===== src/request_packet_parser_assert.svh =====
// Assertion macros used by the parser back end (rpp_back)
`ifndef REQUEST_PACKET_PARSER_ASSERT_SVH
`define REQUEST_PACKET_PARSER_ASSERT_SVH

// Next-cycle implication, disabled while rst is high.
`define RPP_ASSERT_NEXT(label, clk, rst, pre, post) \
   label: assert property (@(posedge clk) disable iff (rst) (pre) |=> (post)) \
      else $error("assertion failed");

// Same-cycle implication.
`define RPP_ASSERT_NOW(label, clk, rst, pre, post) \
   label: assert property (@(posedge clk) disable iff (rst) (pre) |-> (post)) \
      else $error("assertion failed");

`endif


===== src/rpp_pkg.sv =====
package rpp_pkg;

   typedef struct packed {
      logic [7:0] data_byte;
      logic       last_byte;
   } req_type;

   typedef struct packed {
      logic [2:0]  item_kind;
      logic [7:0]  out_byte;
      logic [1:0]  packet_type;
      logic [7:0]  pack_id;
      logic [31:0] session_val;
      logic        has_mod;
      logic signed [63:0] mod_value;
      logic        need_reply;
      logic [31:0] total_size;
      logic [1:0]  error_code;
      logic        last_result;
   } rsp_type;

   localparam logic [2:0] KIND_MODNAME  = 3'd0;
   localparam logic [2:0] KIND_INSTNAME = 3'd1;
   localparam logic [2:0] KIND_PAYLOAD  = 3'd2;
   localparam logic [2:0] KIND_SUMMARY  = 3'd3;
   localparam logic [2:0] KIND_ERROR    = 3'd4;

   localparam logic [1:0] ERR_NONE  = 2'd0;
   localparam logic [1:0] ERR_SHORT = 2'd1;
   localparam logic [1:0] ERR_TYPE  = 2'd2;

   localparam logic [1:0] PT_WHOLE = 2'd0;
   localparam logic [1:0] PT_HEAD  = 2'd1;
   localparam logic [1:0] PT_CONT  = 2'd2;
   localparam logic [1:0] PT_END   = 2'd3;

   localparam logic [3:0] TYPE_WHOLE = 4'h1;
   localparam logic [3:0] TYPE_HEAD  = 4'h2;
   localparam logic [3:0] TYPE_CONT  = 4'h4;
   localparam logic [3:0] TYPE_END   = 4'h8;
   localparam logic [7:0] REPLY_MASK = 8'h10;
   localparam logic [7:0] MOD_MASK   = 8'h20;
   localparam logic [7:0] TYPE_MASK  = 8'h0f;

   // Classified request passed from front to back.
   typedef struct packed {
      logic [7:0] data_byte;
      logic       last_byte;
      logic       first_byte;
   } cls_type;

endpackage


===== src/request_packet_parser.sv =====
// Channel   Handshake     Payload
// req       push/full     rpp_pkg::req_type (data_byte, last_byte)
// rsp       pop/empty     rpp_pkg::rsp_type (one result per pop)
// One request a cycle while full is low; an accepted request is registered in the front
// stage and parsed once the queue has room for two, its up to two results entering together.
// Throughput is one byte per cycle while the queue has room for two results.
// full rises when the queue lacks room for two results and the front stage holds.
// Reset (synchronous) empties the queue and returns the parser to the flag byte.
module request_packet_parser #(
   parameter int Depth = 8
) (
   input  logic             clock,
   input  logic             reset,
   input  logic             push,
   output logic             full,
   input  rpp_pkg::req_type req_data,
   output logic             empty,
   input  logic             pop,
   output rpp_pkg::rsp_type rsp_data
);
   logic cls_valid, cls_ready, room2;
   rpp_pkg::cls_type cls_data;
   logic [1:0] wr_count;
   rpp_pkg::rsp_type wr_a, wr_b;

   rpp_front u_front (.clock, .reset, .push, .full, .req_data,
      .cls_valid, .cls_ready, .cls_data);
   rpp_back u_back (.clock, .reset, .cls_valid, .cls_ready, .cls_data,
      .room2, .wr_count, .wr_a, .wr_b);
   rpp_fifo #(.Depth(Depth)) u_fifo (.clock, .reset, .wr_count, .wr_a, .wr_b,
      .room2, .empty, .pop, .rd_data(rsp_data));
endmodule


===== src/rpp_front.sv =====
// Front: tags each request with whether it opens a packet.
module rpp_front (
   input  logic            clock,
   input  logic            reset,
   input  logic            push,
   output logic            full,
   input  rpp_pkg::req_type req_data,
   output logic            cls_valid,
   input  logic            cls_ready,
   output rpp_pkg::cls_type cls_data
);
   logic open_ff, open_in;
   logic v_ff, v_in;
   rpp_pkg::cls_type d_ff, d_in;
   logic take;

   assign full = v_ff && !cls_ready;
   assign take = push && !full;

   always_comb begin
      open_in = open_ff;
      v_in = v_ff;
      d_in = d_ff;
      if (cls_ready) v_in = 1'b0;
      if (take) begin
         v_in = 1'b1;
         d_in.data_byte = req_data.data_byte;
         d_in.last_byte = req_data.last_byte;
         d_in.first_byte = open_ff;
         open_in = req_data.last_byte;
      end
   end

   always_ff @(posedge clock) begin
      if (reset) begin
         open_ff <= 1'b1;
         v_ff <= 1'b0;
      end else begin
         open_ff <= open_in;
         v_ff <= v_in;
      end
      d_ff <= d_in;
   end

   assign cls_valid = v_ff;
   assign cls_data = d_ff;
endmodule


===== src/rpp_fifo.sv =====
// Small result queue; pushes up to two entries a cycle.
module rpp_fifo #(
   parameter int Depth = 8
) (
   input  logic             clock,
   input  logic             reset,
   input  logic [1:0]       wr_count,
   input  rpp_pkg::rsp_type wr_a,
   input  rpp_pkg::rsp_type wr_b,
   output logic             room2,
   output logic             empty,
   input  logic             pop,
   output rpp_pkg::rsp_type rd_data
);
   localparam int AW = $clog2(Depth);
   rpp_pkg::rsp_type mem_ff [Depth];
   logic [AW-1:0] wp_ff, rp_ff;
   logic [AW:0] cnt_ff;
   logic do_pop;

   assign empty = (cnt_ff == '0);
   assign do_pop = pop && !empty;
   assign room2 = (cnt_ff <= (AW+1)'(Depth - 2));
   assign rd_data = mem_ff[rp_ff];

   always_ff @(posedge clock) begin
      if (reset) begin
         wp_ff <= '0;
         rp_ff <= '0;
         cnt_ff <= '0;
      end else begin
         wp_ff <= wp_ff + AW'(wr_count);
         rp_ff <= rp_ff + AW'(do_pop);
         cnt_ff <= cnt_ff + (AW+1)'(wr_count) - (AW+1)'(do_pop);
      end
      if (wr_count != 2'd0) mem_ff[wp_ff] <= wr_a;
      if (wr_count == 2'd2) mem_ff[wp_ff + AW'(1)] <= wr_b;
   end
endmodule


===== src/rpp_back.sv =====
// Back: field parser state machine.
`include "request_packet_parser_assert.svh"
module rpp_back (
   input  logic             clock,
   input  logic             reset,
   input  logic             cls_valid,
   output logic             cls_ready,
   input  rpp_pkg::cls_type cls_data,
   input  logic             room2,
   output logic [1:0]       wr_count,
   output rpp_pkg::rsp_type wr_a,
   output rpp_pkg::rsp_type wr_b
);
   localparam logic [3:0] PH_FLAG = 4'd0, PH_PACKID = 4'd1, PH_MODLEN = 4'd2,
      PH_INSTLEN = 4'd3, PH_MODNAME = 4'd4, PH_INSTNAME = 4'd5, PH_SESSION = 4'd6,
      PH_MODNUM = 4'd7, PH_TOTSIZE = 4'd8, PH_PAYLOAD = 4'd9, PH_TAIL = 4'd10;

   logic [3:0] ph_ff, ph_in;
   logic [7:0] cnt_ff, cnt_in;
   logic [1:0] kind_ff, kind_in;
   logic rep_ff, rep_in, mod_ff, mod_in, drop_ff, drop_in;
   logic [7:0] pid_ff, pid_in, mlen_ff, mlen_in, ilen_ff, ilen_in;
   logic [31:0] ses_ff, ses_in, size_ff, size_in;
   logic [63:0] mnum_ff, mnum_in;
   logic go, err, summ, item, last;
   logic [2:0] ikind;
   logic [7:0] b;
   logic [3:0] t;
   logic [7:0] cnt1;
   rpp_pkg::rsp_type first_r, sum_r, short_r;

   assign cls_ready = room2;
   assign go = cls_valid && room2;
   assign b = cls_data.data_byte;
   assign t = b[3:0] & rpp_pkg::TYPE_MASK[3:0];
   assign last = cls_data.last_byte;
   assign cnt1 = cnt_ff + 8'd1;

   always_comb begin
      ph_in = ph_ff; cnt_in = cnt_ff; kind_in = kind_ff; rep_in = rep_ff;
      mod_in = mod_ff; drop_in = drop_ff; pid_in = pid_ff; mlen_in = mlen_ff;
      ilen_in = ilen_ff; ses_in = ses_ff; size_in = size_ff; mnum_in = mnum_ff;
      err = 1'b0; summ = 1'b0; item = 1'b0; ikind = rpp_pkg::KIND_PAYLOAD;
      if (drop_ff) begin
         if (last) begin
            drop_in = 1'b0; ph_in = PH_FLAG; cnt_in = '0;
         end
      end else begin
         unique case (ph_ff)
            PH_FLAG: begin
               rep_in = |(b & rpp_pkg::REPLY_MASK);
               mod_in = |(b & rpp_pkg::MOD_MASK);
               pid_in = '0; mlen_in = '0; ilen_in = '0; ses_in = '0;
               mnum_in = '0; size_in = '0; cnt_in = '0;
               priority if (t == rpp_pkg::TYPE_WHOLE) kind_in = rpp_pkg::PT_WHOLE;
               else if (t == rpp_pkg::TYPE_HEAD) kind_in = rpp_pkg::PT_HEAD;
               else if (t == rpp_pkg::TYPE_CONT) kind_in = rpp_pkg::PT_CONT;
               else if (t == rpp_pkg::TYPE_END) kind_in = rpp_pkg::PT_END;
               else begin
                  kind_in = rpp_pkg::PT_WHOLE; err = 1'b1;
               end
               ph_in = kind_in[1] ? PH_SESSION : PH_PACKID;
               if (err) ph_in = PH_FLAG;
            end
            PH_PACKID: begin pid_in = b; ph_in = PH_MODLEN; end
            PH_MODLEN: begin mlen_in = b; ph_in = PH_INSTLEN; end
            PH_INSTLEN: begin
               ilen_in = b; cnt_in = '0;
               if (mlen_ff != 8'd0) ph_in = PH_MODNAME;
               else if (b != 8'd0) ph_in = PH_INSTNAME;
               else ph_in = PH_SESSION;
            end
            PH_MODNAME: begin
               item = 1'b1; ikind = rpp_pkg::KIND_MODNAME; cnt_in = cnt1;
               if (cnt1 >= mlen_ff) begin
                  cnt_in = '0;
                  ph_in = (ilen_ff != 8'd0) ? PH_INSTNAME : PH_SESSION;
               end
            end
            PH_INSTNAME: begin
               item = 1'b1; ikind = rpp_pkg::KIND_INSTNAME; cnt_in = cnt1;
               if (cnt1 >= ilen_ff) begin
                  cnt_in = '0; ph_in = PH_SESSION;
               end
            end
            PH_SESSION: begin
               ses_in[8*cnt_ff[1:0] +: 8] = b; cnt_in = cnt1;
               if (cnt1 >= 8'd4) begin
                  cnt_in = '0;
                  if (!kind_ff[1] && mod_ff) ph_in = PH_MODNUM;
                  else if (kind_ff == rpp_pkg::PT_HEAD) ph_in = PH_TOTSIZE;
                  else begin summ = 1'b1; ph_in = PH_PAYLOAD; end
               end
            end
            PH_MODNUM: begin
               mnum_in[8*cnt_ff[2:0] +: 8] = b; cnt_in = cnt1;
               if (cnt1 >= 8'd8) begin
                  cnt_in = '0;
                  if (kind_ff == rpp_pkg::PT_HEAD) ph_in = PH_TOTSIZE;
                  else begin summ = 1'b1; ph_in = PH_PAYLOAD; end
               end
            end
            PH_TOTSIZE: begin
               size_in[8*cnt_ff[1:0] +: 8] = b; cnt_in = cnt1;
               if (cnt1 >= 8'd4) begin
                  cnt_in = '0; summ = 1'b1; ph_in = PH_TAIL;
               end
            end
            PH_PAYLOAD: item = 1'b1;
            default: ;
         endcase
         if (err) begin
            if (!last) drop_in = 1'b1;
            cnt_in = '0;
         end else if (last) begin
            ph_in = PH_FLAG; cnt_in = '0;
         end
      end
   end

   // Build results from next-state values (summary fields are complete there).
   always_comb begin
      logic full_pkt;
      full_pkt = !kind_in[1];
      first_r = '0;
      first_r.packet_type = kind_in;
      if (err) begin
         first_r.item_kind = rpp_pkg::KIND_ERROR;
         first_r.error_code = rpp_pkg::ERR_TYPE;
      end else begin
         first_r.item_kind = ikind;
         first_r.out_byte = b;
      end
      sum_r = '0;
      sum_r.item_kind = rpp_pkg::KIND_SUMMARY;
      sum_r.packet_type = kind_in;
      sum_r.pack_id = full_pkt ? pid_in : 8'd0;
      sum_r.session_val = ses_in;
      sum_r.has_mod = full_pkt && mod_in;
      sum_r.mod_value = (full_pkt && mod_in) ? mnum_in : 64'd0;
      sum_r.need_reply = full_pkt && rep_in;
      sum_r.total_size = (kind_in == rpp_pkg::PT_HEAD) ? size_in : 32'd0;
      short_r = '0;
      short_r.item_kind = rpp_pkg::KIND_ERROR;
      short_r.packet_type = kind_in;
      short_r.error_code = rpp_pkg::ERR_SHORT;
   end

   logic p0, p1, need_short;
   always_comb begin
      logic [3:0] php;
      php = ph_ff;
      if (!drop_ff && !err) begin
         if (summ) php = (ph_ff == PH_TOTSIZE) ? PH_TAIL : PH_PAYLOAD;
         else if (ph_ff == PH_PAYLOAD || ph_ff == PH_TAIL) php = ph_ff;
         else php = PH_FLAG;
      end
      need_short = !drop_ff && !err && last && php != PH_PAYLOAD && php != PH_TAIL;
      p0 = !drop_ff && (err || item || summ);
      p1 = need_short;
      wr_count = 2'd0; wr_a = '0; wr_b = '0;
      if (go) begin
         if (p0) begin
            wr_a = summ ? sum_r : first_r;
            wr_a.last_result = last && !p1;
            wr_count = 2'd1;
            if (p1) begin
               wr_b = short_r;
               wr_b.last_result = 1'b1; wr_count = 2'd2;
            end
         end else if (p1) begin
            wr_a = short_r; wr_a.last_result = 1'b1; wr_count = 2'd1;
         end
      end
   end

   always_ff @(posedge clock) begin
      if (reset) begin
         ph_ff <= PH_FLAG; cnt_ff <= '0; kind_ff <= '0; rep_ff <= 1'b0;
         mod_ff <= 1'b0; drop_ff <= 1'b0; pid_ff <= '0; mlen_ff <= '0;
         ilen_ff <= '0; ses_ff <= '0; size_ff <= '0; mnum_ff <= '0;
      end else if (go) begin
         ph_ff <= ph_in; cnt_ff <= cnt_in; kind_ff <= kind_in; rep_ff <= rep_in;
         mod_ff <= mod_in; drop_ff <= drop_in; pid_ff <= pid_in; mlen_ff <= mlen_in;
         ilen_ff <= ilen_in; ses_ff <= ses_in; size_ff <= size_in; mnum_ff <= mnum_in;
      end
   end

   `RPP_ASSERT_NEXT(a_last_to_flag, clock, reset, go && last && !err, ph_ff == PH_FLAG)
   `RPP_ASSERT_NOW(a_drop_no_out, clock, reset, go && drop_ff, wr_count == 2'd0)
   `RPP_ASSERT_NOW(a_open_flag, clock, reset,
      cls_valid && cls_data.first_byte, ph_ff == PH_FLAG && !drop_ff)
endmodule

===== config.mk =====
export PLATFORM = sky130hd
export DESIGN_NAME = request_packet_parser
export DESIGN_NICKNAME = d
export VERILOG_FILES = /design/src/rpp_pkg.sv /design/src/request_packet_parser.sv /design/src/rpp_front.sv /design/src/rpp_fifo.sv /design/src/rpp_back.sv
export VERILOG_INCLUDE_DIRS = /design/src /design/src/src
export SDC_FILE = /design/constraint.sdc
export NUM_CORES = 2
export LEC_CHECK = 0
export ABC_CLOCK_PERIOD_IN_PS = 4650
export BUFFER_PORTS_ARGS = -buffer_cell sky130_fd_sc_hd__buf_2
export CAP_MARGIN = 20
export CORE_MARGIN = 2
export CORE_UTILIZATION = 62
export CTS_CLUSTER_SIZE = 40
export DETAILED_ROUTE_END_ITERATION = 8
export PLACE_DENSITY = 0.78
export SLEW_MARGIN = 20
export SYNTH_ARGS = -nofsm -noshare
export SYNTH_HDL_FRONTEND = slang
export SYNTH_SLANG_ARGS = --single-unit

===== constraint.sdc =====
create_clock -name clock -period 4.65 [get_ports clock]
set_clock_uncertainty 0.15 [all_clocks]
set_input_delay 0 -clock clock [delete_from_list [all_inputs] [get_ports clock]]
set_output_delay 0 -clock clock [all_outputs]
set_load 0.005 [all_outputs]

# Yosys cells after proc, flatten, opt, wreduce, memory -nomap -nowiden
# Memories as Yosys holds them, arrays and structs flattened. A register that Yosys moved wholly into a read port is not among the register bits.
# Index checks and enable logic that the tools add are counted.
dict set report classes {
  bitwise_logic 1
  order_cmp 5
  eq_ne 20
  n_addsub 8
  multipliers 0
  div 0
  n_reduce_logical 41
  muxes 101
  shift 4
}
# operator count
set ops {}
lappend ops {{$mux 154} 6}
lappend ops {{$mux 64} 2}
lappend ops {{$pmux 32 s2} 2}
lappend ops {{$pmux 64 s2} 1}
lappend ops {{$mux 32} 3}
lappend ops {{$mux 8} 11}
lappend ops {{$bwmux 32} 2}
lappend ops {{$bwmux 64} 1}
lappend ops {{$shift 8x34->64 const A} 1}
lappend ops {{$shiftx 8x34->64} 1}
lappend ops {{$mux 4} 15}
lappend ops {{$pmux 8 s2} 3}
lappend ops {{$pmux 8 s5} 1}
lappend ops {{$pmux 4 s9} 1}
lappend ops {{$neg 5->34} 1}
lappend ops {{$neg 6->34} 1}
lappend ops {{$shift 8x34->32 const A} 1}
lappend ops {{$shiftx 8x34->32} 1}
lappend ops {{$mux 1} 32}
lappend ops {{$mux 2} 15}
lappend ops {{$reduce_bool 8->1} 3}
lappend ops {{$eq 4x3->1 const B} 5}
lappend ops {{$eq 4x4->1 const B} 4}
lappend ops {{$ge 8x8->1} 2}
lappend ops {{other kinds (29)} 65}
dict set report totals {
  ram_bits 1232
  elab_cells 199
  romBits 0
  out_inout_bits 156
  in_bits 13
  register_bits 189
  n_memories 1
  latch_bits 0
}
# memory words word_bits read_ports rd_ports_with_merged_regs write_ports line_no
set mem_list {}
lappend mem_list {u_fifo.mem_ff 8 154 1 1 2 rpp_fifo.sv:16} ;# rpp_pkg::rsp_type mem_ff [Depth];

# Longest topological paths before layout
dict set report depth {
  depth_word 22
  mapped_depth 19
  ltp_nobuf 17
}

# Cells and area by module
# A second synthesis with hierarchy kept.
dict set report unflattened {
  hier_cells 4900
  hier_area_um2 73762.0
}
# module n_inst cells_per_inst seq_area_each_um2 area_per_inst_um2
set modules_own_cells {}
lappend modules_own_cells {rpp_fifo 1 3231 37195.7 61675.4}
lappend modules_own_cells {rpp_back 1 1649 3383.2 11697.5}
lappend modules_own_cells {rpp_front 1 20 340.3 389.1}

# Worst setup path before layout
# Ideal clock, no wire load.
dict set report synth_timing {
  path_type {register -> register}
  from {register u_back.cnt_ff[0]}
  to {memory u_fifo.mem_ff[1][0] (netlist name) (enable)}
  setup_ns 0.273
  stages_incl_launch_ff 17
  required_time_ns 4.227
  n_path_buf 3
  setup_slack_ns 0.353
  arrival_time_ns 3.874
  period_less_slack_ns 4.297
  path_cell_list {dfxtp_1 > ha_1 > or3_1 > a21o_1 > a211oi_2 > a32o_1 > buf_4 > a31o_2 > inv_1 > ha_1 > o21ai_0 > nor2_1 > and2_1 > a21oi_1 > clkbuf_1 > clkbuf_1 > inv_1}
}
# element line_no
set synth_rtl {}
lappend synth_rtl {{from (decl)} rpp_back.sv:19} ;# logic [7:0] cnt_ff, cnt_in;
lappend synth_rtl {{from (signal assigned)} rpp_back.sv:183} ;# ph_ff <= ph_in; cnt_ff <= cnt_in; kind_ff <= kind_in; rep_ff <= rep_in;
lappend synth_rtl {{to (decl)} rpp_fifo.sv:16}

==> flow_summary.ini <==
[synthesis]
synth_edf_count = 49
synth_ff_type = dfxtp_1
syn_avg_cell_area_um2 = 11.0
synth_area_um2 = 57100
synthesis.nets = 5240
muxShareOfSynthArea = 0.152
synth_xor_area_frac = 0.00199
synth.distinct_cells = 74
syn_inst = 5189
ys_warn_count = 0
async_flop_share = 0
yosys.area_share.adder = 0.00858
synth_top_family_by_area = compound AO/OA/AOI/OAI gates
synth_seq_cells = 1421
synth_compound_area_frac = 0.208
seq_area_frac_synth = 0.506
synth-simple-area-share = 0.0862

[setup_path]
crit_fanout = 30
cp-start-kind = register
crit_type = reg2reg
cp-end-kind = register
required_ns = 5.17
cp.arrival_ns = 5.03

[power]
swShare = 0.259
p_clk_frac = 0.425
p_sw_mw = 7.24
p_int_mw = 20.7
p_leak_nw = 24.0
p_seq_frac = 0.452
power_density_nw_per_um2 = 432
p_comb_frac = 0.123
ir_worst_vdd_v = 0.000298

[placement]
hpwl_um = 106000
placedCellCount = 6242
port-buffer-count = 168
post-place-ws_ns = -0.0893
gp_congestion = 0.960

[floorplan]
start_util = 0.624
row_count = 111
core_um2 = 91500
die_y_um = 308
dieWidth_um = 308
die-area_um2 = 94600
io_pins = 169

[clock_network]
cts_sinks = 1421
clk_latency_ns = 0.75
cts_root_buf = clkbuf_16
numCtsBuffers = 143
cts_tree = yes
clockBufferDepth = 3
path_clk_slew_ns = 0.06
cts.htree.levels = 4

[finish]
nets = 5275
instances_no_fill = 6517
final_util = 0.708
area_delta_synth_final_pct = 13.3
drive_above_1_share = 0.213

[grt]
grt_max_degree = 79
antenna_found_initial = 2
grt_overflow = 0
busiest_layer = met2
grt_pass1_vias = 45200
track_usage = 0.363
use_met3 = 0.0687
grt_pass1_wl_um = 267000
met2_usage = 0.584
grtUsageMet1 = 0.471

[timing]
period_needed_ns = 4.50
setup-violations-final = 0
finalCritPeriodShare = 0.969
relSlewSlack = 0.203
fin_tns_setup_ns = 0
fin_ws_ns = 0.145
max_clock_freq_mhz = 222
finalHoldViolations = 0
worstMarginPinSlew_ns = 1.19
grt_setup_unrepaired = false
hold_ws_ns = 0.0992
finalMaxSlewViolations = 0

[drt]
via_per_inst = 6.95
dr.pass1.iters = 8
vias = 45300
avgRoutedWirePerCell_um = 26.6
wl_um = 173000
ant_nets = 0
drtIter0Drc = 5262
route.detailed.drc = 0

[flow_run]
cap_viol_max_count = 0

[hold_path]
holdCritPathClass = in2reg

[run_status]
status = completed
-- cell usage after synthesis (5+ instances only) --
library cell,instances,share of area
a211oi_1,5,0.00066
a21boi_0,5,0.00066
a21o_1,15,0.0020
a21oi_1,86,0.0075
a21oi_2,9,0.0014
a22o_1,842,0.13
a22oi_1,80,0.011
a31oi_1,6,0.00066
a32oi_1,30,0.0046
and2_1,15,0.0016
and3_1,16,0.0018
buf_1,44,0.0029
buf_2,50,0.0044
buf_6,5,0.00099
clkbuf_1,373,0.024
dfxtp_1,1372,0.48
edfxtp_1,49,0.026
ha_1,36,0.0079
inv_1,50,0.0033
mux2_2,155,0.031
mux4_2,308,0.12
nand2_1,562,0.037
nand2b_1,15,0.0016
nand3_1,58,0.0051
nand4_1,8,0.00088
nor2_1,260,0.017
nor2_4,26,0.0051
nor2b_1,25,0.0027
nor3_1,69,0.0060
nor4_1,14,0.0015
o21a_1,5,0.00066
o21ai_0,418,0.037
o21ai_1,65,0.0057
o221ai_2,5,0.0013
o22ai_1,17,0.0019
o31ai_1,6,0.00079
or2_2,7,0.00077
or4_1,7,0.00092
xnor2_1,9,0.0014
-- worst max-delay path, cell delays in order (launching register included) --
cell	delay, ns
dfxtp_1	0.40
ha_1	0.28
or3_1	0.31
a21o_1	0.19
a211oi_2	0.29
a32o_1	0.30
a31o_2	0.19
inv_1	0.06
ha_1	0.35
o21ai_0	0.16
buf_4	0.19
nor2b_2	0.28
nand2_2	0.19
nor2_4	0.57
buf_12	0.31
a22o_1	0.20
-- registers in the layout, summed over array words and instances, names as in the netlist, 3 cells and up --
name / count
u_back.cnt_ff: 8
u_back.ilen_ff: 8
u_back.mlen_ff: 8
u_back.mnum_ff: 64
u_back.ph_ff: 4
u_back.pid_ff: 8
u_back.ses_ff: 32
u_back.size_ff: 32
u_fifo.cnt_ff: 4
u_fifo.mem_ff: 1232
u_fifo.rp_ff: 3
u_fifo.wp_ff: 3
u_front.cls_data: 9
-- power by group through the flow --
| stage | combinational [mW] | clock [mW] | sequential (mW) |
|---|---|---|---|
| finish | 3.44 | 11.9 | 12.6 |
| global route | 3.65 | 12.4 | 12.6 |
| CTS | 3.42 | 11.9 | 12.6 |
| detailed placement | 3.39 | 0 | 12.9 |
| global placement | 3.36 | 0 | 12.9 |
| floorplan | 2.47 | 0 | 12.7 |
-- layer usage --
layer,vias up,share of wire
met3,554,0.093
met5,-,0.000075
li1,19500,-
met4,2,0.048
met2,2654,0.47
met1,22600,0.39
-- cell usage in the layout, fill, tap and decap left out, types with 17 or more instances in the layout --
master,netlist,layout
clkbuf_16,0,147
a21oi_1,86,82
clkbuf_8,0,31
nor3_1,69,68
buf_12,1,48
o21ai_0,418,418
clkinv_2,0,23
buf_4,4,122
a22o_1,842,842
nand2_1,562,556
o22ai_1,17,17
nor2b_1,25,21
nand3_1,58,54
ha_1,36,36
mux2_2,155,155
dlygate4sd3_1,0,23
dfxtp_1,1372,1369
edfxtp_1,49,49
nor2_4,26,27
buf_2,50,167
mux4_2,308,308
clkbuf_1,373,26
inv_1,50,50
o21ai_1,65,65
a32oi_1,30,30
a22oi_1,80,80
nor2_1,260,254
-- logic make-up (layout without fill, tap and decap cells) --
logic type / after synthesis / after routing
adder cells (fa/ha/maj): 38 / 38
multiplexers: 464 / 464
flip-flops: 1421 / 1421
AND/OR/NAND/NOR: 1108 / 1108
other: 0 / 1
buffers and inverters: 527 / 668
XOR/XNOR: 13 / 13
AO/OA/AOI/OAI: 1618 / 1618
-- path summary, 6_finish.rpt --
check	startpoint	to	slack [ns]	depth (start not counted)
max	u_back.cnt_ff[1]$_SDFFE_PP0P_	u_fifo.mem_ff[4][81]$_SDFFE_PP0P_	0.15	15
min	reset	u_fifo.cnt_ff[3]$_SDFF_PP0_	0.1	3
max reg2reg	u_back.cnt_ff[1]$_SDFFE_PP0P_	u_fifo.mem_ff[4][81]$_SDFFE_PP0P_	0.15	15
min reg2reg	u_fifo.mem_ff[6][30]$_SDFFE_PP0P_	u_fifo.mem_ff[6][30]$_SDFFE_PP0P_	0.30	2
-- stage by stage --
step                power, mW  cell area, um2
global placement         16.2           59600
detailed placement       16.3           59700
finish                   27.9           64800
global route             28.7           64800
floorplan                15.2           57100
CTS                      27.9           64700
-- what timing repair did --
action | 4_1_cts | 5_1_grt
buffers inserted | 0 | 0
setup endpoints to repair | 12 | 236
pin swaps | 0 | 0
hold buffers | 23 | 0
endpoints found under the hold margin | 119 | 0
gates resized for setup | 1 | 14
-- area by class of cell --
type,count,area (um2)
clock buffer,204,4200
tap,1186,1480
fill,6326,26800
antenna,1,2.50
timing repair buffer,367,3040
clock inverter,47,613
inverter,50,188
sequential,1421,28900
multi-input combinational,3241,26300
No activity file was read; power rests on OpenSTA's default activity.
